--- config.mk ---
export PLATFORM = sky130hd
export DESIGN_NAME = onewire_temp_sensor_reader_flat
export DESIGN_NICKNAME = d
export VERILOG_FILES = /design/src/rtl/owtr_pkg.sv /design/src/rtl/owtr_in_if.sv /design/src/rtl/owtr_out_if.sv /design/src/rtl/onewire_temp_sensor_reader.sv /design/src/flat_wrapper.sv
export SDC_FILE = /design/constraint.sdc
export NUM_CORES = 1
export LEC_CHECK = 0
export BUFFER_PORTS_ARGS = -buffer_cell sky130_fd_sc_hd__buf_2
export CORE_ASPECT_RATIO = 2
export CORE_MARGIN = 5
export CORE_UTILIZATION = 55
export CTS_CLUSTER_DIAMETER = 200
export DETAILED_ROUTE_END_ITERATION = 6
export PLACE_DENSITY = 0.8
export SLEW_MARGIN = 20
export SYNTH_ARGS = -nofsm -noshare
export SYNTH_HDL_FRONTEND = slang
export SYNTH_SLANG_ARGS = --single-unit
--- constraint.sdc ---
create_clock -name i_clk -period 8.7 [get_ports i_clk]
set_input_delay 0.87 -clock i_clk [delete_from_list [all_inputs] [get_ports i_clk]]
set_output_delay 0.87 -clock i_clk [all_outputs]
set_load 0.1 [all_outputs]
--- src/rtl/owtr_pkg.sv ---
// owtr_pkg: shared types, constants and the reading conversion of the
// one-wire temperature reader; no dependencies
`timescale 1ns / 1ps

package owtr_pkg;

    // field widths
    localparam int TICK_W  = 20;
    localparam int SHORT_W = 16;
    localparam int WORD_W  = 16;
    localparam int CFG_IDX_W = 3;
    localparam int CFG_DATA_W = 20;

    // configuration register indexes
    localparam logic [CFG_IDX_W-1:0] REG_RESET_LOW     = 3'd0;
    localparam logic [CFG_IDX_W-1:0] REG_PRESENCE_DLY  = 3'd1;
    localparam logic [CFG_IDX_W-1:0] REG_POST_PRESENCE = 3'd2;
    localparam logic [CFG_IDX_W-1:0] REG_WRITE_SLOT    = 3'd3;
    localparam logic [CFG_IDX_W-1:0] REG_READ_SAMPLE   = 3'd4;
    localparam logic [CFG_IDX_W-1:0] REG_READ_RECOVER  = 3'd5;
    localparam logic [CFG_IDX_W-1:0] REG_CONVERT_WAIT  = 3'd6;

    // register reset values
    localparam logic [SHORT_W-1:0] RST_RESET_LOW     = 16'd550;
    localparam logic [SHORT_W-1:0] RST_PRESENCE_DLY  = 16'd40;
    localparam logic [SHORT_W-1:0] RST_POST_PRESENCE = 16'd200;
    localparam logic [SHORT_W-1:0] RST_WRITE_SLOT    = 16'd40;
    localparam logic [SHORT_W-1:0] RST_READ_SAMPLE   = 16'd6;
    localparam logic [SHORT_W-1:0] RST_READ_RECOVER  = 16'd50;
    localparam logic [TICK_W-1:0]  RST_CONVERT_WAIT  = 20'd500;

    // bus commands
    localparam logic [7:0] CMD_SKIP_ROM = 8'hCC;
    localparam logic [7:0] CMD_CONVERT  = 8'h44;
    localparam logic [7:0] CMD_READ_PAD = 8'hBE;

    // fixed slot timings
    localparam logic [TICK_W-1:0] WR_REC_TICKS = 20'd3;
    localparam logic [TICK_W-1:0] LOW_TICKS    = 20'd1;

    // valid reading window and invalid marker
    localparam logic [11:0]       RAW_MAX       = 12'd640;
    localparam logic [WORD_W-1:0] TEMP_INVALID  = 16'hFFFF;

    // timing registers
    typedef struct packed {
        logic [SHORT_W-1:0] reset_low;
        logic [SHORT_W-1:0] presence_dly;
        logic [SHORT_W-1:0] post_presence;
        logic [SHORT_W-1:0] write_slot;
        logic [SHORT_W-1:0] read_sample;
        logic [SHORT_W-1:0] read_recover;
        logic [TICK_W-1:0]  convert_wait;
    } t_cfg;

    // raw word to hundredths of a degree, floor(raw12 * 25 / 4)
    function automatic logic [WORD_W-1:0] convert_raw(input logic [WORD_W-1:0] raw);
        logic [11:0] r12;
        logic [13:0] prod;
        r12  = raw[11:0];
        prod = 14'(r12) * 14'd25;
        if (r12 != 12'd0 && r12 < RAW_MAX) begin
            return WORD_W'(prod[13:2]);
        end
        return TEMP_INVALID;
    endfunction

endpackage

--- src/rtl/owtr_in_if.sv ---
// owtr_in_if: input channel of the reader, valid/ready plus request fields
// no dependencies
`timescale 1ns / 1ps

interface owtr_in_if;
    logic valid;
    logic ready;
    logic func;
    logic line_in;

    modport source (output valid, output func, output line_in, input ready);
    modport sink   (input valid, input func, input line_in, output ready);
endinterface

--- src/rtl/owtr_out_if.sv ---
// owtr_out_if: result channel of the reader, valid/ready plus status fields
// depends on owtr_pkg for widths
`timescale 1ns / 1ps

interface owtr_out_if;
    logic                       valid;
    logic                       ready;
    logic                       line_drive_low;
    logic                       busy_res;
    logic                       done_res;
    logic [owtr_pkg::WORD_W-1:0] temp_centi;
    logic [owtr_pkg::WORD_W-1:0] raw_reading;

    modport source (output valid, output line_drive_low, output busy_res,
                    output done_res, output temp_centi, output raw_reading,
                    input ready);
    modport sink   (input valid, input line_drive_low, input busy_res,
                    input done_res, input temp_centi, input raw_reading,
                    output ready);
endinterface

--- src/rtl/onewire_temp_sensor_reader.sv ---
// onewire_temp_sensor_reader: one-wire master that reads one temperature sample
// depends on owtr_pkg, owtr_in_if, owtr_out_if
`timescale 1ns / 1ps

// Usage
// i_in carries one word per microsecond tick (func = 0) with the sampled bus
// level, or a start request (func = 1) that begins a reading when idle.
// o_out returns exactly one word per accepted input word: the bus drive, busy,
// done and the last converted and raw readings, as they stand after that word.
// i_cfg_we / i_cfg_idx / i_cfg_data write the timing registers between words;
// a phase already running ends once its count reaches or passes the new value.
// A word accepted at a clock edge shows on o_out right after it. One word is
// taken per cycle, stalls aside; the sequencer state update and the result
// are one pass of logic from the state registers into the output register.
// The output register frees the input side: a new word is taken whenever the
// output is empty or being taken in the same cycle. When the receiver stalls
// the result holds and i_in.ready drops until it is taken.
// Reset puts the sequencer in idle, clears the readings, loads the timing
// registers with their default values and empties the output register.
// A missing presence pulse leaves the sequencer polling until the next reset.
module onewire_temp_sensor_reader (
    input  logic                                i_clk,
    input  logic                                i_rst_n,
    owtr_in_if.sink                             i_in,
    owtr_out_if.source                          o_out,
    input  logic                                i_cfg_we,
    input  logic [owtr_pkg::CFG_IDX_W-1:0]      i_cfg_idx,
    input  logic [owtr_pkg::CFG_DATA_W-1:0]     i_cfg_data
);

    // sequencer phases
    localparam logic [3:0] PH_IDLE     = 4'd0;
    localparam logic [3:0] PH_RST_LOW  = 4'd1;
    localparam logic [3:0] PH_RST_REL  = 4'd2;
    localparam logic [3:0] PH_RST_POLL = 4'd3;
    localparam logic [3:0] PH_RST_POST = 4'd4;
    localparam logic [3:0] PH_WR_LOW   = 4'd5;
    localparam logic [3:0] PH_WR_DATA  = 4'd6;
    localparam logic [3:0] PH_WR_REC   = 4'd7;
    localparam logic [3:0] PH_CONV     = 4'd8;
    localparam logic [3:0] PH_RD_LOW   = 4'd9;
    localparam logic [3:0] PH_RD_REL   = 4'd10;
    localparam logic [3:0] PH_RD_REC   = 4'd11;

    // sequence steps
    localparam logic [2:0] ST_RESET1   = 3'd0;
    localparam logic [2:0] ST_SKIP1    = 3'd1;
    localparam logic [2:0] ST_CONVERT  = 3'd2;
    localparam logic [2:0] ST_RESET2   = 3'd3;
    localparam logic [2:0] ST_SKIP2    = 3'd4;
    localparam logic [2:0] ST_READ_CMD = 3'd5;
    localparam logic [2:0] ST_READ_LO  = 3'd6;
    localparam logic [2:0] ST_READ_HI  = 3'd7;

    localparam int TW = owtr_pkg::TICK_W;
    localparam int WW = owtr_pkg::WORD_W;

    owtr_pkg::t_cfg     r_cfg;
    logic [3:0]         r_phase,  n_phase;
    logic [TW-1:0]      r_tick,   n_tick;
    logic [2:0]         r_bit,    n_bit;
    logic [2:0]         r_step,   n_step;
    logic [7:0]         r_shift,  n_shift;
    logic [WW-1:0]      r_raw,    n_raw;
    logic [WW-1:0]      r_temp,   n_temp;
    logic               n_done;
    logic               n_drive;

    logic               r_ovalid;
    logic               r_odrive;
    logic               r_obusy;
    logic               r_odone;
    logic [WW-1:0]      r_otemp;
    logic [WW-1:0]      r_oraw;

    logic               accept;
    logic [TW-1:0]      tick_inc;
    logic [TW-1:0]      limit;
    logic               expired;
    logic               do_begin;
    logic [2:0]         begin_idx;
    logic               do_end;

    // handshake: take a word when the output register is free or draining
    assign i_in.ready = !r_ovalid || o_out.ready;
    assign accept     = i_in.valid && i_in.ready;

    // configuration writes
    always_ff @(posedge i_clk) begin
        if (!i_rst_n) begin
            r_cfg.reset_low     <= owtr_pkg::RST_RESET_LOW;
            r_cfg.presence_dly  <= owtr_pkg::RST_PRESENCE_DLY;
            r_cfg.post_presence <= owtr_pkg::RST_POST_PRESENCE;
            r_cfg.write_slot    <= owtr_pkg::RST_WRITE_SLOT;
            r_cfg.read_sample   <= owtr_pkg::RST_READ_SAMPLE;
            r_cfg.read_recover  <= owtr_pkg::RST_READ_RECOVER;
            r_cfg.convert_wait  <= owtr_pkg::RST_CONVERT_WAIT;
        end else if (i_cfg_we) begin
            unique case (i_cfg_idx)
                owtr_pkg::REG_RESET_LOW:     r_cfg.reset_low     <= i_cfg_data[15:0];
                owtr_pkg::REG_PRESENCE_DLY:  r_cfg.presence_dly  <= i_cfg_data[15:0];
                owtr_pkg::REG_POST_PRESENCE: r_cfg.post_presence <= i_cfg_data[15:0];
                owtr_pkg::REG_WRITE_SLOT:    r_cfg.write_slot    <= i_cfg_data[15:0];
                owtr_pkg::REG_READ_SAMPLE:   r_cfg.read_sample   <= i_cfg_data[15:0];
                owtr_pkg::REG_READ_RECOVER:  r_cfg.read_recover  <= i_cfg_data[15:0];
                owtr_pkg::REG_CONVERT_WAIT:  r_cfg.convert_wait  <= i_cfg_data;
                default: ;
            endcase
        end
    end

    // phase timer limit, one shared compare
    always_comb begin
        unique case (r_phase)
            PH_RST_LOW:  limit = TW'(r_cfg.reset_low);
            PH_RST_REL:  limit = TW'(r_cfg.presence_dly);
            PH_RST_POST: limit = TW'(r_cfg.post_presence);
            PH_WR_DATA:  limit = TW'(r_cfg.write_slot);
            PH_WR_REC:   limit = owtr_pkg::WR_REC_TICKS;
            PH_CONV:     limit = r_cfg.convert_wait;
            PH_RD_REL:   limit = TW'(r_cfg.read_sample);
            PH_RD_REC:   limit = TW'(r_cfg.read_recover);
            default:     limit = owtr_pkg::LOW_TICKS;
        endcase
    end

    assign tick_inc = r_tick + TW'(1);
    assign expired  = tick_inc >= limit;

    // sequencer next state
    always_comb begin
        n_phase   = r_phase;
        n_tick    = r_tick;
        n_bit     = r_bit;
        n_step    = r_step;
        n_shift   = r_shift;
        n_raw     = r_raw;
        n_temp    = r_temp;
        n_done    = 1'b0;
        do_begin  = 1'b0;
        begin_idx = ST_RESET1;
        do_end    = 1'b0;

        if (r_phase == PH_IDLE) begin
            if (i_in.func) begin
                do_begin = 1'b1;
            end
        end else if (!i_in.func) begin
            // timed phases count up and clear on expiry
            if (r_phase != PH_RST_POLL) begin
                n_tick = expired ? '0 : tick_inc;
            end
            unique case (r_phase)
                PH_RST_LOW:  if (expired) n_phase = PH_RST_REL;
                PH_RST_REL:  if (expired) n_phase = PH_RST_POLL;
                PH_RST_POLL: begin
                    if (!i_in.line_in) begin
                        n_phase = PH_RST_POST;
                        n_tick  = '0;
                    end
                end
                PH_RST_POST: if (expired) do_end = 1'b1;
                PH_WR_LOW:   if (expired) n_phase = PH_WR_DATA;
                PH_WR_DATA:  if (expired) n_phase = PH_WR_REC;
                PH_WR_REC, PH_RD_REC: begin
                    if (expired) begin
                        n_bit = r_bit + 3'd1;
                        if (n_bit == 3'd0) begin
                            do_end = 1'b1;
                        end else begin
                            n_phase = (r_phase == PH_WR_REC) ? PH_WR_LOW : PH_RD_LOW;
                        end
                    end
                end
                PH_CONV: begin
                    if (expired) begin
                        do_begin  = 1'b1;
                        begin_idx = ST_RESET2;
                    end
                end
                PH_RD_LOW:   if (expired) n_phase = PH_RD_REL;
                PH_RD_REL: begin
                    if (expired) begin
                        n_shift[r_bit] = i_in.line_in;
                        n_phase        = PH_RD_REC;
                    end
                end
                default:     n_phase = PH_IDLE;
            endcase
        end

        // end of a step
        if (do_end) begin
            unique case (r_step)
                ST_CONVERT: begin
                    n_phase = PH_CONV;
                    n_tick  = '0;
                end
                ST_READ_LO: begin
                    n_raw     = {r_raw[15:8], r_shift};
                    do_begin  = 1'b1;
                    begin_idx = ST_READ_HI;
                end
                ST_READ_HI: begin
                    n_raw   = {r_shift, r_raw[7:0]};
                    n_temp  = owtr_pkg::convert_raw({r_shift, r_raw[7:0]});
                    n_phase = PH_IDLE;
                    n_step  = ST_RESET1;
                    n_bit   = 3'd0;
                    n_tick  = '0;
                    n_done  = 1'b1;
                end
                default: begin
                    do_begin  = 1'b1;
                    begin_idx = r_step + 3'd1;
                end
            endcase
        end

        // start of a step
        if (do_begin) begin
            n_step = begin_idx;
            n_tick = '0;
            n_bit  = 3'd0;
            unique case (begin_idx)
                ST_RESET1, ST_RESET2: n_phase = PH_RST_LOW;
                ST_SKIP1, ST_SKIP2: begin
                    n_shift = owtr_pkg::CMD_SKIP_ROM;
                    n_phase = PH_WR_LOW;
                end
                ST_CONVERT: begin
                    n_shift = owtr_pkg::CMD_CONVERT;
                    n_phase = PH_WR_LOW;
                end
                ST_READ_CMD: begin
                    n_shift = owtr_pkg::CMD_READ_PAD;
                    n_phase = PH_WR_LOW;
                end
                default: begin
                    n_shift = 8'h00;
                    n_phase = PH_RD_LOW;
                end
            endcase
        end
    end

    // bus drive for the phase after this word
    always_comb begin
        unique case (n_phase)
            PH_RST_LOW, PH_WR_LOW, PH_RD_LOW: n_drive = 1'b1;
            PH_WR_DATA:                       n_drive = ~n_shift[n_bit];
            default:                          n_drive = 1'b0;
        endcase
    end

    // sequencer state registers
    always_ff @(posedge i_clk) begin
        if (!i_rst_n) begin
            r_phase <= PH_IDLE;
            r_tick  <= '0;
            r_bit   <= 3'd0;
            r_step  <= ST_RESET1;
            r_shift <= 8'h00;
            r_raw   <= '0;
            r_temp  <= '0;
        end else if (accept) begin
            r_phase <= n_phase;
            r_tick  <= n_tick;
            r_bit   <= n_bit;
            r_step  <= n_step;
            r_shift <= n_shift;
            r_raw   <= n_raw;
            r_temp  <= n_temp;
        end
    end

    // output register valid
    always_ff @(posedge i_clk) begin
        if (!i_rst_n) begin
            r_ovalid <= 1'b0;
        end else if (accept) begin
            r_ovalid <= 1'b1;
        end else if (o_out.ready) begin
            r_ovalid <= 1'b0;
        end
    end

    // output register payload
    always_ff @(posedge i_clk) begin
        if (accept) begin
            r_odrive <= n_drive;
            r_obusy  <= (n_phase != PH_IDLE);
            r_odone  <= n_done;
            r_otemp  <= n_temp;
            r_oraw   <= n_raw;
        end
    end

    assign o_out.valid          = r_ovalid;
    assign o_out.line_drive_low = r_odrive;
    assign o_out.busy_res       = r_obusy;
    assign o_out.done_res       = r_odone;
    assign o_out.temp_centi     = r_otemp;
    assign o_out.raw_reading    = r_oraw;

    // a tick while idle leaves the sequencer idle
    a_idle_tick: assert property (@(posedge i_clk) disable iff (!i_rst_n)
        accept && r_phase == PH_IDLE && !i_in.func |=> r_phase == PH_IDLE)
        else $error("tick while idle moved the sequencer");

    // a completed reading returns to idle and shows a result
    a_done_idle: assert property (@(posedge i_clk) disable iff (!i_rst_n)
        accept && n_done |=> r_phase == PH_IDLE && r_ovalid && r_odone && !r_obusy)
        else $error("completed reading not reported as idle");

    // the bus is never pulled low while no sequence runs
    a_idle_release: assert property (@(posedge i_clk) disable iff (!i_rst_n)
        r_ovalid && !r_obusy |-> !r_odrive)
        else $error("bus driven low while idle");

    // a stalled result blocks new words
    a_stall_block: assert property (@(posedge i_clk) disable iff (!i_rst_n)
        r_ovalid && !o_out.ready |-> !i_in.ready)
        else $error("word taken while result stalled");

endmodule

--- src/flat_wrapper.sv ---
// flat-port wrapper written by rule: the top's interface ports become plain ports
module onewire_temp_sensor_reader_flat 
  (i_clk, i_rst_n, i_cfg_we, i_cfg_idx, i_cfg_data, i_in_valid, i_in_func, i_in_line_in, i_in_ready, o_out_valid, o_out_line_drive_low, o_out_busy_res, o_out_done_res, o_out_temp_centi, o_out_raw_reading, o_out_ready);
  owtr_in_if i_in_i ();
  owtr_out_if o_out_i ();
  input  logic i_clk;
  input  logic i_rst_n;
  input  logic i_cfg_we;
  input  logic [owtr_pkg::CFG_IDX_W-1:0] i_cfg_idx;
  input  logic [owtr_pkg::CFG_DATA_W-1:0] i_cfg_data;
  input wire logic [$bits(i_in_i.valid)-1:0] i_in_valid;
  input wire logic [$bits(i_in_i.func)-1:0] i_in_func;
  input wire logic [$bits(i_in_i.line_in)-1:0] i_in_line_in;
  output wire logic [$bits(i_in_i.ready)-1:0] i_in_ready;
  output wire logic [$bits(o_out_i.valid)-1:0] o_out_valid;
  output wire logic [$bits(o_out_i.line_drive_low)-1:0] o_out_line_drive_low;
  output wire logic [$bits(o_out_i.busy_res)-1:0] o_out_busy_res;
  output wire logic [$bits(o_out_i.done_res)-1:0] o_out_done_res;
  output wire logic [$bits(o_out_i.temp_centi)-1:0] o_out_temp_centi;
  output wire logic [$bits(o_out_i.raw_reading)-1:0] o_out_raw_reading;
  input wire logic [$bits(o_out_i.ready)-1:0] o_out_ready;
  assign i_in_i.valid = i_in_valid;
  assign i_in_i.func = i_in_func;
  assign i_in_i.line_in = i_in_line_in;
  assign i_in_ready = i_in_i.ready;
  assign o_out_valid = o_out_i.valid;
  assign o_out_line_drive_low = o_out_i.line_drive_low;
  assign o_out_busy_res = o_out_i.busy_res;
  assign o_out_done_res = o_out_i.done_res;
  assign o_out_temp_centi = o_out_i.temp_centi;
  assign o_out_raw_reading = o_out_i.raw_reading;
  assign o_out_i.ready = o_out_ready;
  onewire_temp_sensor_reader u_core (.i_clk(i_clk), .i_rst_n(i_rst_n), .i_in(i_in_i), .o_out(o_out_i), .i_cfg_we(i_cfg_we), .i_cfg_idx(i_cfg_idx), .i_cfg_data(i_cfg_data));
endmodule
======== Yosys cells after proc, flatten, opt, wreduce, memory -nomap -nowiden ========
Index checks and enable logic that the tools add are counted.
cells by class
  divide/modulo/power cells ............... 0
  order comparisons ....................... 5
  add/sub/neg operators ................... 3
  eq/ne operators ......................... 30
  shift-type cells ........................ 0
  $mul .................................... 1
  reductions and logical operators ........ 29
  multiplexer cells ....................... 79
  bitwise operators ....................... 1
operator list
  kind                                                                     count
  20-bit 2-to-1 mux                                                        9
  20-bit one-hot mux with 8 select lines                                   1
  16-bit 2-to-1 mux                                                        5
  4-bit 2-to-1 mux                                                         14
  3-bit 2-to-1 mux                                                         14
  8-bit 2-to-1 mux                                                         5
  4-bit one-hot mux with 9 select lines                                    1
  16-bit one-hot mux with 2 select lines                                   1
  8-bit one-hot mux with 4 select lines                                    1
  4-bit by 3-bit equality test with 1-bit output (second input constant)   6
  3-bit equality test (second input constant)                              7
  20-bit by 1-bit adder with 20-bit output (second input constant)         1
  4-bit equality test (second input constant)                              5
  20-bit greater-or-equal comparator                                       1
  1-bit 2-to-1 mux                                                         19
  4-bit one-hot mux with 2 select lines                                    2
  3-bit by 2-bit equality test with 1-bit output (second input constant)   5
  12-bit by 5-bit multiplier with 14-bit output (second input constant)    1
  2-bit AND reduction                                                      7
  12-bit by 10-bit < comparator with 1-bit output (second input constant)  1
  12-bit nonzero test                                                      1
  2-bit OR reduction                                                       5
  3-bit logical NOT                                                        3
  8-bit bitwise mux                                                        1
  22 further kinds                                                         32
storage, ports and cells
  bits in read-only memories .............. 0
  register bits ........................... 222
  RAM bits ................................ 0
  memories ................................ 0
  latch bits .............................. 0
  output and inout port bits .............. 37

======== Longest topological paths before layout ========
  word-level depth ........................ 17
  gate-level depth with buffers ........... 21

======== Worst setup path after synthesis ========
No wires, ideal clock.
  kind .................................... register -> register
  from .................................... register u_core.r_phase[3]
  to ...................................... register u_core.r_odrive (netlist: u_core.o_out.line_drive_low) (data pin)
  path buffers ............................ 5
  path slack .............................. 4.173 ns
  stages on the path, launching flop included .. 19
  arrival ................................. 4.357 ns
  setup time .............................. 0.170 ns
  path through ............................ dfxtp_1 -> buf_2 -> buf_1 -> nor2_1 -> and3_1 -> clkbuf_1 -> clkbuf_1 -> a22oi_1 -> and3_1 -> ha_1 -> a21oi_1 -> o21ai_0 -> a2111oi_2 -> o211a_4 -> buf_2 -> o21ai_0 -> a311oi_1 -> mux2_2 -> a311oi_2
on the way
  longest elaborated chain between the ends .. 17
RTL lines
  item                                               RTL line                                                              text
  from (decl)                                        onewire_temp_sensor_reader.sv:59                                      logic [3:0] r_phase, n_phase;
  from (signal assigned)                             onewire_temp_sensor_reader.sv:267                                     r_phase <= n_phase;
  4-bit equality test, or another cell as far along  onewire_temp_sensor_reader.sv:114, onewire_temp_sensor_reader.sv:153
  20-bit one-hot mux with 8 select lines             onewire_temp_sensor_reader.sv:114                                     unique case (r_phase)
  20-bit greater-or-equal comparator                 onewire_temp_sensor_reader.sv:128                                     assign expired = tick_inc >= limit;
  2-bit 2-to-1 mux                                   onewire_temp_sensor_reader.sv:176                                     if (expired) begin
  3-bit 2-to-1 mux                                   onewire_temp_sensor_reader.sv:153                                     unique case (r_phase)
  3-bit 2-to-1 mux                                   onewire_temp_sensor_reader.sv:148                                     end else if (!i_in.func) begin
  3-bit 2-to-1 mux                                   onewire_temp_sensor_reader.sv:144                                     if (r_phase == PH_IDLE) begin
  3-bit one-hot mux with 2 select lines              onewire_temp_sensor_reader.sv:194                                     unique case (r_step)
  (+2 left out)                                      -
  2-bit OR reduction (on tied branches)              -
  8-bit one-hot mux with 4 select lines              onewire_temp_sensor_reader.sv:225                                     unique case (begin_idx)
  8-bit 2-to-1 mux                                   onewire_temp_sensor_reader.sv:221                                     if (do_begin) begin
  1-bit binary-select mux with 3-bit select          onewire_temp_sensor_reader.sv:251                                     PH_WR_DATA: n_drive = ~n_shift[n_bit];
  1-bit 2-to-1 mux (implied by the code)             onewire_temp_sensor_reader.sv:251
  1-bit inverter                                     onewire_temp_sensor_reader.sv:251
  1-bit one-hot mux with 2 select lines *            onewire_temp_sensor_reader.sv:249                                     unique case (n_phase)
  named net u_core.n_drive                           onewire_temp_sensor_reader.sv:67                                      logic n_drive;
  to (signal assigned)                               onewire_temp_sensor_reader.sv:291                                     r_odrive <= n_drive;
  to (decl)                                          onewire_temp_sensor_reader.sv:70                                      logic r_odrive;
Mark *: on every way through the listed nets, which the timed path passes. The rest lies on a longest branch. The select of a mux whose other input is x is not followed.
A chain may end at the register's enable or synchronous reset.

======== Worst setup path after layout ========
Same ends and word-level chain as after synthesis.

==> flow_summary.yaml <==
synth:
  synthFlopType: "dfxtp_1"
  synth.ff_latch_count: 222
  ys_seq_area_share_pct: 40.4
  synthTopCellsByArea: "dfxtp_1 (32%), nand2_1 (10%), edfxtp_1 (8.9%)"
  yosysWarnings: 0
  avgSynthCellArea_sq_um: 8.61
  ys_types: 81
  synth_edf_count: 35
  synthArstFlopShare_pct: 0
  syn_inst: 1379
  synth_area_sq_mm: 0.0119
  synth_area_leader_cell: "dfxtp_1"
  synth_top_area_share_pct: 31.5
  syn_nets: 1478
pwr:
  pwr-share-clk_pct: 36.7
  power-per-cell-area_mw_per_mm2: 181
  power_frac_comb_pct: 16.3
  seqPwrFrac_pct: 47.0
  p_switching_mw: 0.690
  p_int_mw: 1.66
  power.static_leakage_nw: 5.21
  p_sw_share_pct: 29.4
  ir_worst_vdd_v: 0.000187
clocking:
  cts.clk_slew.worst_paths_ns: 0.07
  cts_tree: "yes"
  cts_sinks: 222
  cts_buffers: 20
  h-tree-depth: 1
  cts-resized-gates: 0
  root_buffer: "clkbuf_16"
  cts_buffer_depth: 3
  hold_buffers: 0
  clock_latency_ns: 0.51
  post_cts_buffers: 0
critical_path:
  critical_path_class: "flop to flop"
  cp.required_ns: 9.03
  crit_arrival_ns: 5.63
  start_kind: "flop"
  critPathCaptureType: "flop"
  crit_fanout: 16
global_routing:
  grt_max_degree: 118
  track_usage_pct: 24.7
  grt_pass1_wl_microns: 49500
  grt_pass1_vias: 9907
  grt_overflow: 0
  antenna_found_initial: 0
run:
  maxCapViolCount: 0
die:
  dieArea_sq_mm: 0.0248
  rows: 76
  die_h_microns: 218
  initial_utilization_pct: 55.5
  ios: 67
  core_sq_mm: 0.0214
  die_x_microns: 114
finish:
  area_delta_synth_final_pct: 9.58
  diodes: 0
  final_common_cell: "nand2_1"
  drive_gt1_share_pct: 11.2
  nets: 1503
  layout_common_cells: "nand2_1 (323), dfxtp_1 (187), a21boi_0 (112)"
drt:
  avgViaCountPerCell: 5.99
  routedWlPerCell_microns: 18.6
  wirelength_microns: 31300
  drt_pass1_iterations: 6
  final_antenna_net_count: 0
  drc: 0
  drt_iter0_drc: 577
  routed-via-count: 10100
sta:
  worst_pin_slew_ns: 1.05
  setup_viol: 0
  timing.final.crit_share_pct: 60.9
  relSlewSlack_pct: 30.2
  fin_ws_ns: 3.40
  hold_viol_final: 0
  finClkSkew_ns: 0.0193
  setup_tns_ns: 0
  drv_slew: 0
  rsz0062_at_grt: "no"
  min_period_ns: 5.30
  clock.fmax_mhz: 189
place:
  place_worst_setup_slack_ns: 3.49
  place_congestion: 0.934
  hpwl_microns: 22400
  portBuffers: 66
run_status:
  status: "finished clean"
min_path:
  hold_path.class: "flop to flop"
worst max-delay path: stages, from the launching register on:
cell and delay (ns):
dfxtp_1 0.69, nor2_1 0.20, and3_1 0.49, a222oi_1 0.42
and3_1 0.22, ha_1 0.23, nand2_1 0.08, o21ai_0 0.13
a2111oi_2 0.63, o211a_4 0.38, a21oi_1 0.28, a311oi_1 0.69
mux2_2 0.43, a311oi_2 0.23
through the flow:
stage,instances,total power [mW],instance area (sq um),hold WS [ns],util (%)
final,1689,2.35,13000,0.468,60.8
after floorplan,1379,1.41,11900,0.440,-
after global placement,1655,1.50,12400,0.449,57.8
after CTS,1689,2.36,13000,0.469,60.8
after detailed placement,1655,1.51,12400,0.456,57.8
after global routing,1689,2.44,13000,0.486,60.8
area by class of cell:
type | instances | area (sq um)
Fill cell | 1926 | 8390
Multi-Input combinational cell | 1027 | 6600
Sequential cell | 222 | 4790
Clock buffer | 26 | 576
Timing Repair Buffer | 81 | 445
Tap cell | 273 | 342
Inverter | 52 | 195
Clock inverter | 8 | 58.8
synthesized netlist by cell type (4+ instances only):
library cell and number:
a21boi_0 112, xor2_1 10, o31ai_1 6, o21ai_0 39, and2_1 17, edfxtp_1 35
a21oi_1 44, a31oi_1 10, inv_1 50, o21a_1 8, fa_1 7, nand3_1 42
nand2b_1 16, a21o_1 5, nor4_1 6, a22o_1 16, xnor2_1 22, nor2b_1 30
a22oi_1 46, buf_1 4, mux2i_1 7, a222oi_1 14, nand2_1 324, dfxtp_1 187
ha_1 62, o211a_1 18, o21bai_1 6, and3_1 29, nor2_1 44, clkbuf_1 66
buf_2 6, mux2_2 11, nor3_1 17
cells by family after synthesis:
| logic type | count (synthesis) | share of synthesized area, % |
|---|---|---|
| AO/OA/AOI/OAI | 359 | 22.5 |
| XOR/XNOR | 32 | 2.36 |
| adder cells (fa/ha/maj) | 69 | 7.72 |
| buffers and inverters | 130 | 4.25 |
| flip-flops | 222 | 40.4 |
| multiplexers | 19 | 1.76 |
| AND/OR/NAND/NOR | 548 | 21.1 |
final timing paths:
check                                     end              start  cells past startpoint  slack, ns
setup reg to reg  u_core.o_out.line_drive_low  u_core.r_phase[3]                     13       3.40
hold / removal               u_core.r_cfg[46]   u_core.r_cfg[46]                      2       0.47
hold reg to reg              u_core.r_cfg[46]   u_core.r_cfg[46]                      2       0.47
setup / recovery  u_core.o_out.line_drive_low  u_core.r_phase[3]                     13       3.40
registers in the layout, indices dropped and copies added (netlist names):
| register | cells |
|---|---|
| u_core.r_cfg | 116 |
| u_core.r_tick | 20 |
| u_core.o_out.raw_reading | 16 |
| u_core.o_out.temp_centi | 16 |
| u_core.r_raw | 16 |
| u_core.r_temp | 16 |
| u_core.r_shift | 8 |
| u_core.r_phase | 4 |
| u_core.r_bit | 3 |
| u_core.r_step | 3 |
| u_core.o_out.busy_res | 1 |
| u_core.o_out.done_res | 1 |
| u_core.o_out.line_drive_low | 1 |
| u_core.o_out.valid | 1 |
power by group through the flow:
| stage | clock network, mW | logic, mW | registers [mW] |
|---|---|---|---|
| 6_report | 0.862 | 0.384 | 1.10 |
| 5_1_grt | 0.917 | 0.415 | 1.11 |
| 4_1_cts | 0.877 | 0.383 | 1.10 |
| 3_5_place_dp | 0 | 0.381 | 1.13 |
| 3_3_place_gp | 0 | 0.374 | 1.13 |
| 2_1_floorplan | 0 | 0.221 | 1.19 |
routing by layer:
metal,vias up,GRT usage (%),wire [microns]
met3,126,2.89,1460
met4,0,16.0,2080
met5,-,0,0
met1,4773,24.8,10700
li1,4894,-,-
met2,323,46.7,17100
(Power assumes the default switching activity.)
